===== src/sv/cqq_pkg.sv =====
package cqq_pkg;

	localparam int VAL_W = 32;
	localparam int TALLY_W = 4;
	localparam int STATUS_W = 2;
	localparam int OCC_W = 4;
	localparam int KIND_W = 3;

	localparam logic [KIND_W-1:0] KIND_PUSH    = 3'd0;
	localparam logic [KIND_W-1:0] KIND_POP     = 3'd1;
	localparam logic [KIND_W-1:0] KIND_GREATER = 3'd2;
	localparam logic [KIND_W-1:0] KIND_EVEN    = 3'd3;
	localparam logic [KIND_W-1:0] KIND_REVERSE = 3'd4;

	typedef enum logic [STATUS_W-1:0] {
		STATUS_OK    = 2'd0,
		STATUS_FULL  = 2'd1,
		STATUS_EMPTY = 2'd2
	} status_t;

	typedef struct packed {
		logic [KIND_W-1:0]       kind;
		logic signed [VAL_W-1:0] value_in;
	} req_t;

	typedef struct packed {
		logic signed [VAL_W-1:0] value_out;
		logic [TALLY_W-1:0]      tally;
		logic [STATUS_W-1:0]     status;
		logic [OCC_W-1:0]        occupancy;
	} rsp_t;

	typedef enum logic [3:0] {
		S_IDLE,
		S_EXEC,
		S_POP_UPD,
		S_SCAN,
		S_SCAN_END,
		S_REV_RDA,
		S_REV_RDB,
		S_REV_WRA,
		S_REV_WRB,
		S_DONE
	} state_t;

	// Commands from the controller to the datapath.
	typedef struct packed {
		logic    load;
		logic    push_wr;
		logic    pop_rd;
		logic    pop_upd;
		logic    set_status;
		status_t status_code;
		logic    scan_rd;
		logic    scan_acc;
		logic    rev_rda;
		logic    rev_rdb;
		logic    rev_wra;
		logic    rev_wrb;
		logic    emit;
	} cmd_t;

	// Status from the datapath back to the controller.
	typedef struct packed {
		logic [KIND_W-1:0] kind;
		logic              empty;
		logic              full;
		logic              multi;
		logic              scan_last;
		logic              rev_more;
		logic              out_free;
	} stat_t;

endpackage


===== src/sv/cqq_ram.sv =====
module cqq_ram #(
	parameter int WIDTH = 32,
	parameter int DEPTH = 8,
	parameter int AW = (DEPTH > 1) ? $clog2(DEPTH) : 1
) (
	input  logic             clk,
	input  logic             we,
	input  logic [AW-1:0]    waddr,
	input  logic [WIDTH-1:0] wdata,
	input  logic [AW-1:0]    raddr,
	output logic [WIDTH-1:0] rdata
);

	logic [WIDTH-1:0] mem_q [DEPTH];
	logic [WIDTH-1:0] rdata_q;

	always_ff @(posedge clk) begin
		if (we) begin
			mem_q[waddr] <= wdata;
		end
		rdata_q <= mem_q[raddr];
	end

	assign rdata = rdata_q;

endmodule


===== src/sv/cqq_ctrl.sv =====
module cqq_ctrl (
	input  logic             clk,
	input  logic             arst_n,
	input  logic             req_valid,
	output logic             req_ready,
	input  cqq_pkg::stat_t   stat,
	output cqq_pkg::cmd_t    cmd,
	output cqq_pkg::state_t  state
);

	cqq_pkg::state_t state_q, state_d;

	always_ff @(posedge clk or negedge arst_n) begin
		if (!arst_n) begin
			state_q <= cqq_pkg::S_IDLE;
		end else begin
			state_q <= state_d;
		end
	end

	always_comb begin
		state_d = state_q;
		unique case (state_q)
			cqq_pkg::S_IDLE: begin
				if (req_valid) state_d = cqq_pkg::S_EXEC;
			end
			cqq_pkg::S_EXEC: begin
				unique case (stat.kind)
					cqq_pkg::KIND_POP: begin
						state_d = stat.empty ? cqq_pkg::S_DONE : cqq_pkg::S_POP_UPD;
					end
					cqq_pkg::KIND_GREATER, cqq_pkg::KIND_EVEN: begin
						state_d = stat.empty ? cqq_pkg::S_DONE : cqq_pkg::S_SCAN;
					end
					cqq_pkg::KIND_REVERSE: begin
						state_d = stat.multi ? cqq_pkg::S_REV_RDA : cqq_pkg::S_DONE;
					end
					default: begin
						state_d = cqq_pkg::S_DONE;
					end
				endcase
			end
			cqq_pkg::S_POP_UPD:  state_d = cqq_pkg::S_DONE;
			cqq_pkg::S_SCAN: begin
				if (stat.scan_last) state_d = cqq_pkg::S_SCAN_END;
			end
			cqq_pkg::S_SCAN_END: state_d = cqq_pkg::S_DONE;
			cqq_pkg::S_REV_RDA:  state_d = cqq_pkg::S_REV_RDB;
			cqq_pkg::S_REV_RDB:  state_d = cqq_pkg::S_REV_WRA;
			cqq_pkg::S_REV_WRA:  state_d = cqq_pkg::S_REV_WRB;
			cqq_pkg::S_REV_WRB: begin
				state_d = stat.rev_more ? cqq_pkg::S_REV_RDA : cqq_pkg::S_DONE;
			end
			cqq_pkg::S_DONE: begin
				if (stat.out_free) state_d = cqq_pkg::S_IDLE;
			end
			default: state_d = cqq_pkg::S_IDLE;
		endcase
	end

	always_comb begin
		cmd = '0;
		cmd.status_code = cqq_pkg::STATUS_OK;
		req_ready = 1'b0;
		unique case (state_q)
			cqq_pkg::S_IDLE: begin
				req_ready = 1'b1;
				cmd.load = req_valid;
			end
			cqq_pkg::S_EXEC: begin
				unique case (stat.kind)
					cqq_pkg::KIND_PUSH: begin
						if (stat.full) begin
							cmd.set_status = 1'b1;
							cmd.status_code = cqq_pkg::STATUS_FULL;
						end else begin
							cmd.push_wr = 1'b1;
						end
					end
					cqq_pkg::KIND_POP: begin
						if (stat.empty) begin
							cmd.set_status = 1'b1;
							cmd.status_code = cqq_pkg::STATUS_EMPTY;
						end else begin
							cmd.pop_rd = 1'b1;
						end
					end
					default: begin
					end
				endcase
			end
			cqq_pkg::S_POP_UPD: cmd.pop_upd = 1'b1;
			cqq_pkg::S_SCAN: begin
				cmd.scan_rd = 1'b1;
				cmd.scan_acc = 1'b1;
			end
			cqq_pkg::S_SCAN_END: cmd.scan_acc = 1'b1;
			cqq_pkg::S_REV_RDA:  cmd.rev_rda = 1'b1;
			cqq_pkg::S_REV_RDB:  cmd.rev_rdb = 1'b1;
			cqq_pkg::S_REV_WRA:  cmd.rev_wra = 1'b1;
			cqq_pkg::S_REV_WRB:  cmd.rev_wrb = 1'b1;
			cqq_pkg::S_DONE:     cmd.emit = stat.out_free;
			default: begin
			end
		endcase
	end

	assign state = state_q;

endmodule


===== src/sv/cqq_dp.sv =====
module cqq_dp #(
	parameter int DEPTH = 8,
	parameter int IDX_W = (DEPTH > 1) ? $clog2(DEPTH) : 1,
	parameter int CNT_W = $clog2(DEPTH + 1)
) (
	input  logic           clk,
	input  logic           arst_n,
	input  cqq_pkg::req_t  req,
	input  cqq_pkg::cmd_t  cmd,
	output cqq_pkg::stat_t stat,
	output logic           rsp_valid,
	input  logic           rsp_ready,
	output cqq_pkg::rsp_t  rsp
);

	localparam int SUM_W = CNT_W + 1;

	logic [IDX_W-1:0]                 head_q;
	logic [CNT_W-1:0]                 count_q;
	logic                             pend_q;
	logic                             rsp_valid_q;
	logic [cqq_pkg::KIND_W-1:0]       kind_q;
	logic signed [cqq_pkg::VAL_W-1:0] val_q;
	logic [CNT_W-1:0]                 lo_q, hi_q, tally_q;
	logic [cqq_pkg::VAL_W-1:0]        tmp_q, vout_q;
	cqq_pkg::status_t                 status_q;
	cqq_pkg::rsp_t                    rsp_q;

	logic                             we;
	logic [IDX_W-1:0]                 waddr, raddr;
	logic [cqq_pkg::VAL_W-1:0]        wdata, rdata;
	logic                             hit;

	// Store position of the entry pos places after the head; the sum stays
	// below twice the depth, so one subtraction wraps it.
	function automatic logic [IDX_W-1:0] slot(input logic [IDX_W-1:0] head,
	                                          input logic [CNT_W-1:0] pos);
		logic [SUM_W-1:0] s;
		s = SUM_W'(head) + SUM_W'(pos);
		if (s >= SUM_W'(DEPTH)) s = s - SUM_W'(DEPTH);
		return s[IDX_W-1:0];
	endfunction

	cqq_ram #(
		.WIDTH(cqq_pkg::VAL_W),
		.DEPTH(DEPTH),
		.AW   (IDX_W)
	) u_ram (
		.clk  (clk),
		.we   (we),
		.waddr(waddr),
		.wdata(wdata),
		.raddr(raddr),
		.rdata(rdata)
	);

	always_comb begin
		we = cmd.push_wr | cmd.rev_wra | cmd.rev_wrb;
		waddr = slot(head_q, count_q);
		wdata = val_q;
		if (cmd.rev_wra) begin
			waddr = slot(head_q, lo_q);
			wdata = rdata;
		end else if (cmd.rev_wrb) begin
			waddr = slot(head_q, hi_q);
			wdata = tmp_q;
		end
	end

	always_comb begin
		raddr = '0;
		if (cmd.pop_rd) begin
			raddr = head_q;
		end else if (cmd.scan_rd || cmd.rev_rda) begin
			raddr = slot(head_q, lo_q);
		end else if (cmd.rev_rdb) begin
			raddr = slot(head_q, hi_q);
		end
	end

	always_comb begin
		if (kind_q == cqq_pkg::KIND_GREATER) begin
			hit = $signed(rdata) > val_q;
		end else begin
			hit = ~rdata[0];
		end
	end

	always_ff @(posedge clk or negedge arst_n) begin
		if (!arst_n) begin
			head_q <= '0;
			count_q <= '0;
			pend_q <= 1'b0;
			rsp_valid_q <= 1'b0;
		end else begin
			pend_q <= cmd.scan_rd;
			if (cmd.push_wr) begin
				count_q <= count_q + CNT_W'(1);
			end else if (cmd.pop_upd) begin
				count_q <= count_q - CNT_W'(1);
				head_q <= (head_q == IDX_W'(DEPTH - 1)) ? '0 : head_q + IDX_W'(1);
			end
			if (cmd.emit) begin
				rsp_valid_q <= 1'b1;
			end else if (rsp_ready) begin
				rsp_valid_q <= 1'b0;
			end
		end
	end

	always_ff @(posedge clk) begin
		if (cmd.load) begin
			kind_q <= req.kind;
			val_q <= req.value_in;
			lo_q <= '0;
			hi_q <= count_q - CNT_W'(1);
			tally_q <= '0;
			vout_q <= '0;
			status_q <= cqq_pkg::STATUS_OK;
		end
		if (cmd.set_status) status_q <= cmd.status_code;
		if (cmd.pop_upd) vout_q <= rdata;
		if (cmd.scan_rd) lo_q <= lo_q + CNT_W'(1);
		if (cmd.scan_acc && pend_q && hit) tally_q <= tally_q + CNT_W'(1);
		if (cmd.rev_rdb) tmp_q <= rdata;
		if (cmd.rev_wrb) begin
			lo_q <= lo_q + CNT_W'(1);
			hi_q <= hi_q - CNT_W'(1);
		end
		if (cmd.emit) begin
			rsp_q.value_out <= vout_q;
			rsp_q.tally <= cqq_pkg::TALLY_W'(tally_q);
			rsp_q.status <= status_q;
			rsp_q.occupancy <= cqq_pkg::OCC_W'(count_q);
		end
	end

	assign stat.kind = kind_q;
	assign stat.empty = (count_q == '0);
	assign stat.full = (count_q == CNT_W'(DEPTH));
	assign stat.multi = (count_q > CNT_W'(1));
	assign stat.scan_last = ((SUM_W'(lo_q) + SUM_W'(1)) == SUM_W'(count_q));
	assign stat.rev_more = ((SUM_W'(lo_q) + SUM_W'(2)) < SUM_W'(hi_q));
	assign stat.out_free = ~rsp_valid_q | rsp_ready;

	assign rsp_valid = rsp_valid_q;
	assign rsp = rsp_q;

endmodule


===== src/sv/circular_queue_with_queries.sv =====
// Channel  Handshake             Payload           Direction
// req      req_valid/req_ready   cqq_pkg::req_t    in   (kind, value_in)
// rsp      rsp_valid/rsp_ready   cqq_pkg::rsp_t    out  (value_out, tally, status, occupancy)
//
// One item is worked on at a time; the entry store has a single read port with
// registered data, which sets the length of each operation. Push and unused
// kinds go straight to the result; pop reads the head, then updates it; count
// operations read each entry in turn (none on an empty queue); reverse reads
// both ends, then writes both, per swapped pair. A new item is taken while a
// result still waits, and the block stalls before writing a second result.
// Reset clears head, count and the handshakes; the store is not cleared.
module circular_queue_with_queries #(
	parameter int DEPTH = 8
) (
	input  logic          clk,
	input  logic          arst_n,
	input  logic          req_valid,
	output logic          req_ready,
	input  cqq_pkg::req_t req,
	output logic          rsp_valid,
	input  logic          rsp_ready,
	output cqq_pkg::rsp_t rsp
);

	cqq_pkg::cmd_t   cmd;
	cqq_pkg::stat_t  stat;
	cqq_pkg::state_t state;

	cqq_ctrl u_ctrl (
		.clk      (clk),
		.arst_n   (arst_n),
		.req_valid(req_valid),
		.req_ready(req_ready),
		.stat     (stat),
		.cmd      (cmd),
		.state    (state)
	);

	cqq_dp #(
		.DEPTH(DEPTH)
	) u_dp (
		.clk      (clk),
		.arst_n   (arst_n),
		.req      (req),
		.cmd      (cmd),
		.stat     (stat),
		.rsp_valid(rsp_valid),
		.rsp_ready(rsp_ready),
		.rsp      (rsp)
	);

	// A push never writes into a full queue, nor a pop drains an empty one.
	a_push_not_full: assert property (@(posedge clk) disable iff (!arst_n)
		cmd.push_wr |-> !stat.full)
		else $error("push written into a full queue");

	a_pop_not_empty: assert property (@(posedge clk) disable iff (!arst_n)
		cmd.pop_upd |-> !stat.empty)
		else $error("pop taken from an empty queue");

	// Only one item is in work at a time.
	a_one_item: assert property (@(posedge clk) disable iff (!arst_n)
		(req_valid && req_ready) |=> (!req_ready && state == cqq_pkg::S_EXEC))
		else $error("second item accepted while one is in work");

	a_emit_shows: assert property (@(posedge clk) disable iff (!arst_n)
		cmd.emit |=> rsp_valid)
		else $error("result written but not presented");

	a_refused_zero: assert property (@(posedge clk) disable iff (!arst_n)
		(rsp_valid && (rsp.status == cqq_pkg::STATUS_FULL ||
		               rsp.status == cqq_pkg::STATUS_EMPTY))
		|-> (rsp.value_out == '0 && rsp.tally == '0))
		else $error("refused operation returned data");

endmodule


===== config.mk =====
export PLATFORM = sky130hd
export DESIGN_NAME = circular_queue_with_queries
export DESIGN_NICKNAME = d
export VERILOG_FILES = /design/src/sv/cqq_pkg.sv /design/src/sv/cqq_ram.sv /design/src/sv/cqq_ctrl.sv /design/src/sv/cqq_dp.sv /design/src/sv/circular_queue_with_queries.sv
export SDC_FILE = /design/constraint.sdc
export NUM_CORES = 1
export LEC_CHECK = 0
export ABC_AREA = 1
export BUFFER_PORTS_ARGS = -buffer_cell sky130_fd_sc_hd__buf_2
export CORE_MARGIN = 4
export CORE_UTILIZATION = 48
export CTS_BUF_LIST = sky130_fd_sc_hd__clkbuf_4
export DETAILED_ROUTE_END_ITERATION = 7
export MAX_ROUTING_LAYER = met4
export SLEW_MARGIN = 20
export SYNTH_ARGS = -nofsm -noshare
export SYNTH_HDL_FRONTEND = slang
export SYNTH_HIERARCHICAL = 1
export SYNTH_SLANG_ARGS = --single-unit
export TNS_END_PERCENT = 50

===== constraint.sdc =====
create_clock -name clk -period 5.4 [get_ports clk]
set_input_delay 0.54 -clock clk [delete_from_list [all_inputs] [get_ports clk]]
set_output_delay 0.54 -clock clk [all_outputs]
set_load 0.005 [all_outputs]

==> impl_summary.md, run 1 <==
Outcome
The flow ran to the end, and the final reports show no timing, DRC or antenna violations.

Timing
Final hold analysis gives a worst-case slack of 166 ps. The max-slew violation total from the final report came to 0. The setup skew after layout is 35.3 ps.

Derived from the worst setup path, the maximum achievable clock frequency is 0.259 GHz. The ratio of final minimum period to clock period is 71.4%. Setup violations remaining at the end of the flow were counted as 0. The routed design could run at a clock period as short as 3860 ps. The transition time at the pin with the least slew margin is 949 ps. Setup repair after global routing left no endpoint under its margin. For the final routed database, the setup TNS stands at 0 ps. Headroom to the max-slew limit came out at 36.6%.

The final-report hold violation count is 0.

Min path
The min-delay analysis places its worst path in the category in -> async.

Drt
The routed wire length per instance is 17.0 um. For this run, design rule violations remaining after detail routing come to 0. The aggregate routed wire length is 46800 um.

The violation count after the first detailed-routing iteration is 1118. The count of antenna-violating nets left after detailed routing is 0. Detailed routing inserted a total of 13385 vias.

The first detailed-routing pass took 5 iterations. The via-per-instance ratio is 4.87.

Layout
The top cell types in the final layout, fill and taps aside, are sky130_fd_sc_hd__nand2_1 (567), sky130_fd_sc_hd__edfxtp_1 (411), sky130_fd_sc_hd__inv_1 (368). The leading cell type in the layout, fill and taps excluded is sky130_fd_sc_hd__nand2_1. The share of post-route cells with drive strength above 1 is 16.0%.

The area growth from synthesis to layout is 14.5%. In the final design database the tool counted 2205 nets. The number of filler cells placed in the layout is 3598. Cells fill 55.8% of the core in the end.

Global route
Entering global routing, the biggest net connects 69 pins. The overall global routing resource usage is 21.5%. The number of antenna violations at the first check in global routing is 1.

The first global-routing pass estimated 72500 um of wire. Summed over all layers, the global routing overflow is 0. The via count of the first global-routing pass is 13211.

Clocking
The CTS tree is done. The cell at the root of the clock tree is sky130_fd_sc_hd__clkbuf_4. The register clock-pin slew on the reported worst setup and hold paths is 70 ps. The clock sink count is 456. The number of CTS-inserted buffers is 116.

The insertion delay of the later-clocked pin in the worst-skew pair is 820 ps. In this run the deepest clock path goes through 3 buffers. Post-CTS repair changed the size of 0 cells. The number of buffers inserted for hold repair after clock tree synthesis is 37. In this run the post-CTS setup repair buffer count came out at 0. The clock tree synthesis step divided the H-tree into 3 levels.

Logic synthesis
In the synthesized netlist, the number of instances is 1921. Yosys printed 6 warnings. Of all cell types, the one taking the most synthesized area is sky130_fd_sc_hd__edfxtp_1. The mapped netlist covers 0.0200 mm^2. The count of unique library cells instantiated by Yosys is 45. The mean post-synth cell area is 10.4 um^2.

The fraction of the yosys area taken by sequential cells is 66.6%. After synthesis the netlist holds a flip-flop and latch count of 456. The number of flops mapped to enable cells by yosys is 411. For this run, asynchronously set or reset flops after synthesis account for 2.85%.

The flip-flop cell with the highest count after synthesis is sky130_fd_sc_hd__edfxtp_1. The area share of the largest cell type after synthesis is 61.8%. Synthesis produced a netlist with a net count of 2010. By area the synthesized netlist is led by sky130_fd_sc_hd__edfxtp_1 (62%), sky130_fd_sc_hd__nand2_1 (11%), sky130_fd_sc_hd__inv_1 (7.0%).

Worst setup path
Of all nets on the critical path, the largest fanout is 68. The setup slack of the most critical reg-to-reg path is 1540 ps. The kind of start point of the critical path is a register.

The required time of the critical path is 6080 ps. The reg-to-reg endpoint is u_dp/u_ram/rdata[9]$_DFF_P_. Measured in cells, the most critical reg-to-reg path has a length of 16. The worst setup path is captured at a register. The worst setup path is of the reg -> reg kind. The data arrival time at the worst-slack endpoint is 4540 ps. In this run the critical register-to-register path is launched from u_dp/count_q[0]$_DFFE_PN0P_.

Placed design
Routability-driven placement finished with a final weighted congestion of 0.875. The HPWL after detailed placement is 26800 um. During placement, the flow inserted port buffers numbering 82.

Die
The die covers 0.0450 mm^2. The width of the die is 212 um. For this configuration, the core starts out at a cell density of 48.7%. The number of top-level pins is 83. The die is 212 um tall. The floorplan has 74 rows.

The total core area is 0.0410 mm^2.

Pwr
The worst ir drop on vdd is 0.218 mV. The leakage power of the design is 10.4 nW. In this run the power density over the cells is 516 mW/mm^2.

Flow run
Across the run, the number of max-cap violations was 0.
[worst max-delay path: stages, from the launching register on]
cell and delay, ps:
sky130_fd_sc_hd__dfrtp_1 520, sky130_fd_sc_hd__inv_1 150, sky130_fd_sc_hd__ha_1 250, sky130_fd_sc_hd__nand2_1 90
sky130_fd_sc_hd__nor2_1 70, sky130_fd_sc_hd__inv_1 70, sky130_fd_sc_hd__nand4_1 120, sky130_fd_sc_hd__nor2_1 350
sky130_fd_sc_hd__a21oi_1 130, sky130_fd_sc_hd__a21oi_4 160, sky130_fd_sc_hd__buf_4 590, sky130_fd_sc_hd__buf_4 710
sky130_fd_sc_hd__nand2_1 130, sky130_fd_sc_hd__nand3_1 110, sky130_fd_sc_hd__nand2_1 50, sky130_fd_sc_hd__nand2_1 50
sky130_fd_sc_hd__nand2_1 60
[synth_stat cells (all sizes together) (4+ instances only)]
master / number
nand4: 7
clkinv: 4
clkbuf: 25
xnor2: 7
inv: 381
nand3: 146
nor2: 90
xor2: 11
o21a: 5
dfxtp: 32
nand2: 574
buf: 43
dfrtp: 13
ha: 47
o21ai: 12
a21oi: 86
edfxtp: 411
[routing by layer]
metal	up-vias	global-route usage, %	wire, um
met5	-	-	0
met4	0	7.38	1030
met3	83	4.18	2780
met2	394	34.7	22400
met1	6301	27.7	20500
li1	6607	-	-
[layout make-up]
type	instances	area (um^2)	share of cell area, %
tap	532	666	2.91
sequential	456	13300	58.2
clock buffer	180	1350	5.91
antenna	1	2.50	0.0109
timing repair buffer	145	988	4.32
inverter	385	1450	6.32
multi-input combinational	1012	4960	21.7
clock inverter	35	148	0.645
[worst max-delay path by stage]
stage	start	cells past startpoint	end	slack, ps
after detailed placement	u_dp/count_q[0]$_DFFE_PN0P_	16	u_dp/u_ram/rdata[5]$_DFF_P_	1540
final	u_dp/count_q[0]$_DFFE_PN0P_	16	u_dp/u_ram/rdata[9]$_DFF_P_	1540
after CTS	u_dp/count_q[0]$_DFFE_PN0P_	16	u_dp/u_ram/rdata[27]$_DFF_P_	1510
after floorplan	u_ctrl/state[1]$_DFFE_PN0P_	5	u_dp/vout_q[0]$_SDFFCE_PN0P_	470
after global routing	u_dp/count_q[0]$_DFFE_PN0P_	16	u_dp/u_ram/rdata[28]$_DFF_P_	1230
after global placement	u_dp/count_q[0]$_DFFE_PN0P_	16	u_dp/u_ram/rdata[8]$_DFF_P_	1690
[power by group]
group          leakage, nW  internal (mW)  switching, mW
Clock                0.916           1.52           1.36
Sequential            4.17           4.94          0.407
Combinational         5.35           1.07           2.49
[stage by stage]
step | total power, mW | area (um^2) | std cells | setup slack (ps)
global placement | 8.87 | 21000 | 2493 | 1690
floorplan | 7.76 | 20000 | 1921 | 473
global route | 12.6 | 22900 | 2746 | 1230
CTS | 11.9 | 22900 | 2745 | 1510
finish | 11.8 | 22900 | 2746 | 1540
detailed placement | 8.98 | 21000 | 2493 | 1540
[state kept, by name (all words and copies together), names as in the netlist, 4 cells and up]
name	flops
u_dp/count_q	4
u_dp/val_q	32
u_dp/lo_q	4
u_dp/u_ram/mem_q	256
u_dp/tally_q	4
u_dp/vout_q	32
u_dp/hi_q	4
u_dp/tmp_q	32
u_ctrl/state	4
u_dp/u_ram/rdata	32
u_dp/rsp	42
[kinds of logic after synthesis]
group           Yosys count  synth area share [%]
simple gates            826                  17.0
mux                       1                0.0501
buf+inv                 453                  9.15
compound gates          117                  3.16
fa+ha+maj                50                  3.24
xor+xnor                 18                 0.789
flops                   456                  66.6
Note: power is estimated with default switching activity, not from simulation.
==> inputs of run 2 (changes only) <==
--- a/config.mk
+++ b/config.mk
@@ -5,7 +5,7 @@
 export SDC_FILE = /design/constraint.sdc
 export NUM_CORES = 1
 export LEC_CHECK = 0
-export ABC_AREA = 1
+export ABC_AREA = 0
 export BUFFER_PORTS_ARGS = -buffer_cell sky130_fd_sc_hd__buf_2
 export CORE_MARGIN = 4
 export CORE_UTILIZATION = 48
==> constraint.sdc (replaced) <==
create_clock -name clk -period 3.95 [get_ports clk]
set_input_delay 0.395 -clock clk [delete_from_list [all_inputs] [get_ports clk]]
set_output_delay 0.395 -clock clk [all_outputs]
set_load 0.005 [all_outputs]
==> run 2 against run 1 <==
Against the previous run: design area is 4.3% lower; via count is 24% lower; worst hold slack better by 150 ps; flip-flop and latch count stayed put; maximum frequency is 8.6% higher; cell count is 30% lower; core utilization is 1.0 points higher; global-route usage is 2.0 points lower; critical path type unchanged; largest cell class unchanged.
==> impl_summary.md, run 2 <==
Outcome
The flow ran to the end, and the final reports show no timing, DRC or antenna violations.

Die
The total core area came to 0.0386 mm^2 (-6.0%). The number of top-level pins came to 83 (unchanged). The width of the die is 205 um (-3.2%). The area of the die is 0.0422 mm^2 (-6.2%). The overall die height is 205 um (-3.2%).

The number of placement rows was 72 (-2.7%). The initial core utilization is 48.5% (-0.23 points).

Global route
The met2 layer usage reported by global route is 30.6% (-4.1 points). The first-pass GRT wire length is 60000 um (-17%). The via count of the first global-routing pass is 10471 (-21%). The maximum number of pins on one net before global-route repair came to 65 (-5.8%). The overall global routing resource usage came to 19.5% (-2.0 points). The met3 track demand over resource in global routing is 3.77% (-0.41 points). The number of antenna violations at the first check in global routing was 1 (unchanged).

The total overflow reported by the global router is 0 (unchanged). The routing layer with the top usage in global route is met2. The met1 global-route usage came to 25.7% (-2.0 points).

Timing
The achievable frequency is 0.282 GHz (+8.6%). The number of setup violations in the final report came to 0 (unchanged). The worst hold slack after final layout is 317 ps (+151 ps). The transition time at the pin with the least slew margin is 1060 ps (+109 ps). The worst relative slew slack is 29.4% (-7.2 points). The final-report hold violation count came to 0 (unchanged). Setup repair after global routing left no endpoint under its margin. The setup skew after layout was 44.0 ps (+8.62 ps).

The ratio of final minimum period to clock period is 89.9% (+18 points). The minimum clock period after layout is 3550 ps (-306 ps). The max-slew violation total from the final report was 0 (unchanged).

Logic synthesis
The number of flops mapped to enable cells by yosys is 411 (unchanged). The total number of yosys warnings is 6 (unchanged). The mean post-synth cell area was 17.5 um^2 (+68%).

The largest total area in the synthesized netlist belongs to sky130_fd_sc_hd__edfxtp_1. The count of unique library cells instantiated by Yosys is 62 (+38%). The number of register bits inferred by synthesis is 456 (unchanged).

The count of mapped cells out of synthesis is 1070 (-44%). The synthesized netlist net count is 1159 (-42%). The leading cell type by number of instances after synthesis is sky130_fd_sc_hd__edfxtp_1.

The fraction of the yosys area taken by sequential cells is 71.2% (+4.6 points). The commonest cells after synthesis are sky130_fd_sc_hd__edfxtp_1 (411), sky130_fd_sc_hd__nand2_1 (61), sky130_fd_sc_hd__o21ai_0 (49). The fraction of synthesis flops using an asynchronous set or reset pin is 2.85% (unchanged). The flip-flop cell with the highest count after synthesis is sky130_fd_sc_hd__edfxtp_1.

The area share of the largest cell type after synthesis came to 66.0% (+4.3 points). Ranked by total cell area, the synthesized netlist is headed by sky130_fd_sc_hd__edfxtp_1 (66%), sky130_fd_sc_hd__mux4_1 (5.6%), sky130_fd_sc_hd__dfxtp_1 (3.4%). The total standard cell area after synthesis came to 0.0187 mm^2 (-6.4%).

Drt
The violation count after the first detailed-routing iteration came to 654 (-42%). The routed wire length per instance is 20.5 um (+20%). The final routed DRC violation total is 0 (unchanged). The total number of vias was 10126 (-24%). The aggregate routed wire length is 39200 um (-16%). The via-per-instance ratio came to 5.29 (+8.5%).

The count of antenna-violating nets left after detailed routing is 0 (unchanged). The number of search-and-repair iterations in the first detailed-routing pass came to 5 (unchanged).

Placed design
The global placement routability congestion was 0.826 (-5.6%). The HPWL after detailed placement came to 22500 um (-16%). The port buffer count came to 82 (unchanged).

The post-placement cell count is 1660 (-33%).

Worst setup path
The worst setup path is of the reg -> reg kind. The cell at the slowest stage of the critical path is sky130_fd_sc_hd__mux4_1. The required time of the critical path is 4590 ps (-1490 ps).

The data arrival time at the worst-slack endpoint is 4190 ps (-350 ps). The count of buffering cells on the critical path with inverters included is 1 (-3). STA classifies the critical path endpoint as a register. The stage delay of the slowest cell on the critical path was 570 ps (-140 ps). The kind of cell with the highest combined delay along the critical path is simple AND/OR/NAND/NOR gates. The maximum fanout along the worst path is 10 (-85%). The kind of start point of the critical path is a register. The signal on the critical path passes through or4b_4 > or3_4 > nor3b_2 > nand2_1 > o21ai_4 > buf_4 > mux4_1 > mux2_2.

Pwr
The post-route total power is 15.3 mW (+30%). The leakage power of the design came to 7.79 nW (-25%). The worst ir drop on vdd is 0.349 mV (+60%). The ratio of total power to cell area came to 698 mW/mm^2 (+35%).

Layout
The sequential cell area is 0.0133 mm^2 (unchanged). The area of the multi-input gates is 0.00509 mm^2 (+2.5%). The leading cell type in the layout, fill and taps excluded is sky130_fd_sc_hd__edfxtp_1.

In the layout the commonest cells are sky130_fd_sc_hd__edfxtp_1 (411), sky130_fd_sc_hd__clkbuf_4 (177), sky130_fd_sc_hd__buf_2 (82). The share of post-route cells with drive strength above 1 is 28.1% (+12 points). Relative to the synthesized area, the layout overhead comes to 17.1%. The final standard cell count with taps included and fillers excluded was 1915 (-30%). The net count reported at finish is 1388 (-37%). The largest register by flop count is u_dp/u_ram/mem_q. The flip-flop count of the largest register, all copies and words added came to 256 (unchanged). The number of filler cells placed in the layout is 3092 (-14%).

Clocking
The tree is rooted in a sky130_fd_sc_hd__clkbuf_4. The insertion delay of the later-clocked pin in the worst-skew pair is 790 ps (-30 ps). The clock sink count is 456 (unchanged). TritonCTS built the clock tree. The maximum buffer depth of the clock tree is 3 (unchanged).

The H-tree depth is 3 (unchanged). The register clock-pin slew on the reported worst setup and hold paths is 60 ps (about the same). The number of CTS-inserted buffers was 115 (-0.86%).

Flow run
The number of max-cap violations was 0 (unchanged).

Min path
The worst hold path belongs to the class in -> reg.
-- run 2: report_power, final --
group	switching, mW	internal [mW]
Combinational	2.42	1.59
Clock	1.83	2.05
Sequential	0.563	6.82
Total	4.82	10.5
-- run 2: path summary, 6_finish.rpt --
kind | slack, ps | to | cells past startpoint | from
setup reg to reg | 400 | u_dp/u_ram/rdata[25]$_DFF_P_ | 8 | u_ctrl/state[1]$_DFFE_PN0P_
setup / recovery | 400 | u_dp/u_ram/rdata[25]$_DFF_P_ | 8 | u_ctrl/state[1]$_DFFE_PN0P_
min in group asynchronous | 590 | u_dp/pend_q$_DFF_PN0_ | 3 | arst_n
hold / removal | 320 | u_dp/val_q[11]$_DFFE_PP_ | 2 | req[11]
max in group asynchronous | 2360 | u_dp/head_q[0]$_DFFE_PN0P_ | 4 | arst_n
hold reg to reg | 400 | u_dp/rsp[37]$_DFFE_PP_ | 0 | u_dp/vout_q[27]$_SDFFCE_PN0P_
-- run 2: final cells by class --
class                   count  share of cell area, %
diodes                      1                 0.0114
clock buffers             177                   6.07
clock inverters            37                  0.743
inverters                  48                  0.823
multi-input cells         523                   23.3
flip-flops and latches    456                   60.8
well taps                 518                   2.96
repair buffers            155                   5.35
-- run 2: worst reg2reg max path: cells and delay by family (launching register included) --
family	cells	cell delay (ps)
compound gates	1	270
buf+inv	1	310
flops	1	370
mux	2	840
simple gates	4	1630
-- run 2: kinds of logic (layout without fill, tap and decap cells) --
logic type	Yosys count	in the layout	share of synthesized area, %
compound gates	103	103	3.36
xor+xnor	21	21	0.984
fa+ha+maj	50	50	3.47
buf+inv	91	417	2.16
flops	456	456	71.2
mux	137	137	12.7
other cells	0	1	0
simple gates	212	212	6.19
-- run 2: what timing repair did --
| action | 4_1_cts | 5_1_grt |
|---|---|---|
| setup endpoints to repair | 0 | 0 |
| buffers inserted | 0 | 0 |
| hold buffers | 40 | 0 |
| endpoints found under the hold margin | 51 | 0 |
| resized for setup | 0 | 0 |
-- run 2: stage by stage --
stage                     TNS (ps)  setup WS, ps  util (%)  area, um^2
final                            0           398      56.8       21900
after global routing             0           168      56.8       21900
after CTS                        0           370      56.8       21900
after detailed placement         0           396      51.9       20000
after global placement           0           443      51.9       20000
after floorplan             -34730          -530         -       18700
-- run 2: per-layer routing --
metal  share of wire [%]  up-vias  wire length [um]
li1                    -     4727                 -
met4                 2.1        0               836
met1                  44     5064             17400
met2                  48      280             19000
met3                 4.9       55              1940
met5                   0        -                 0
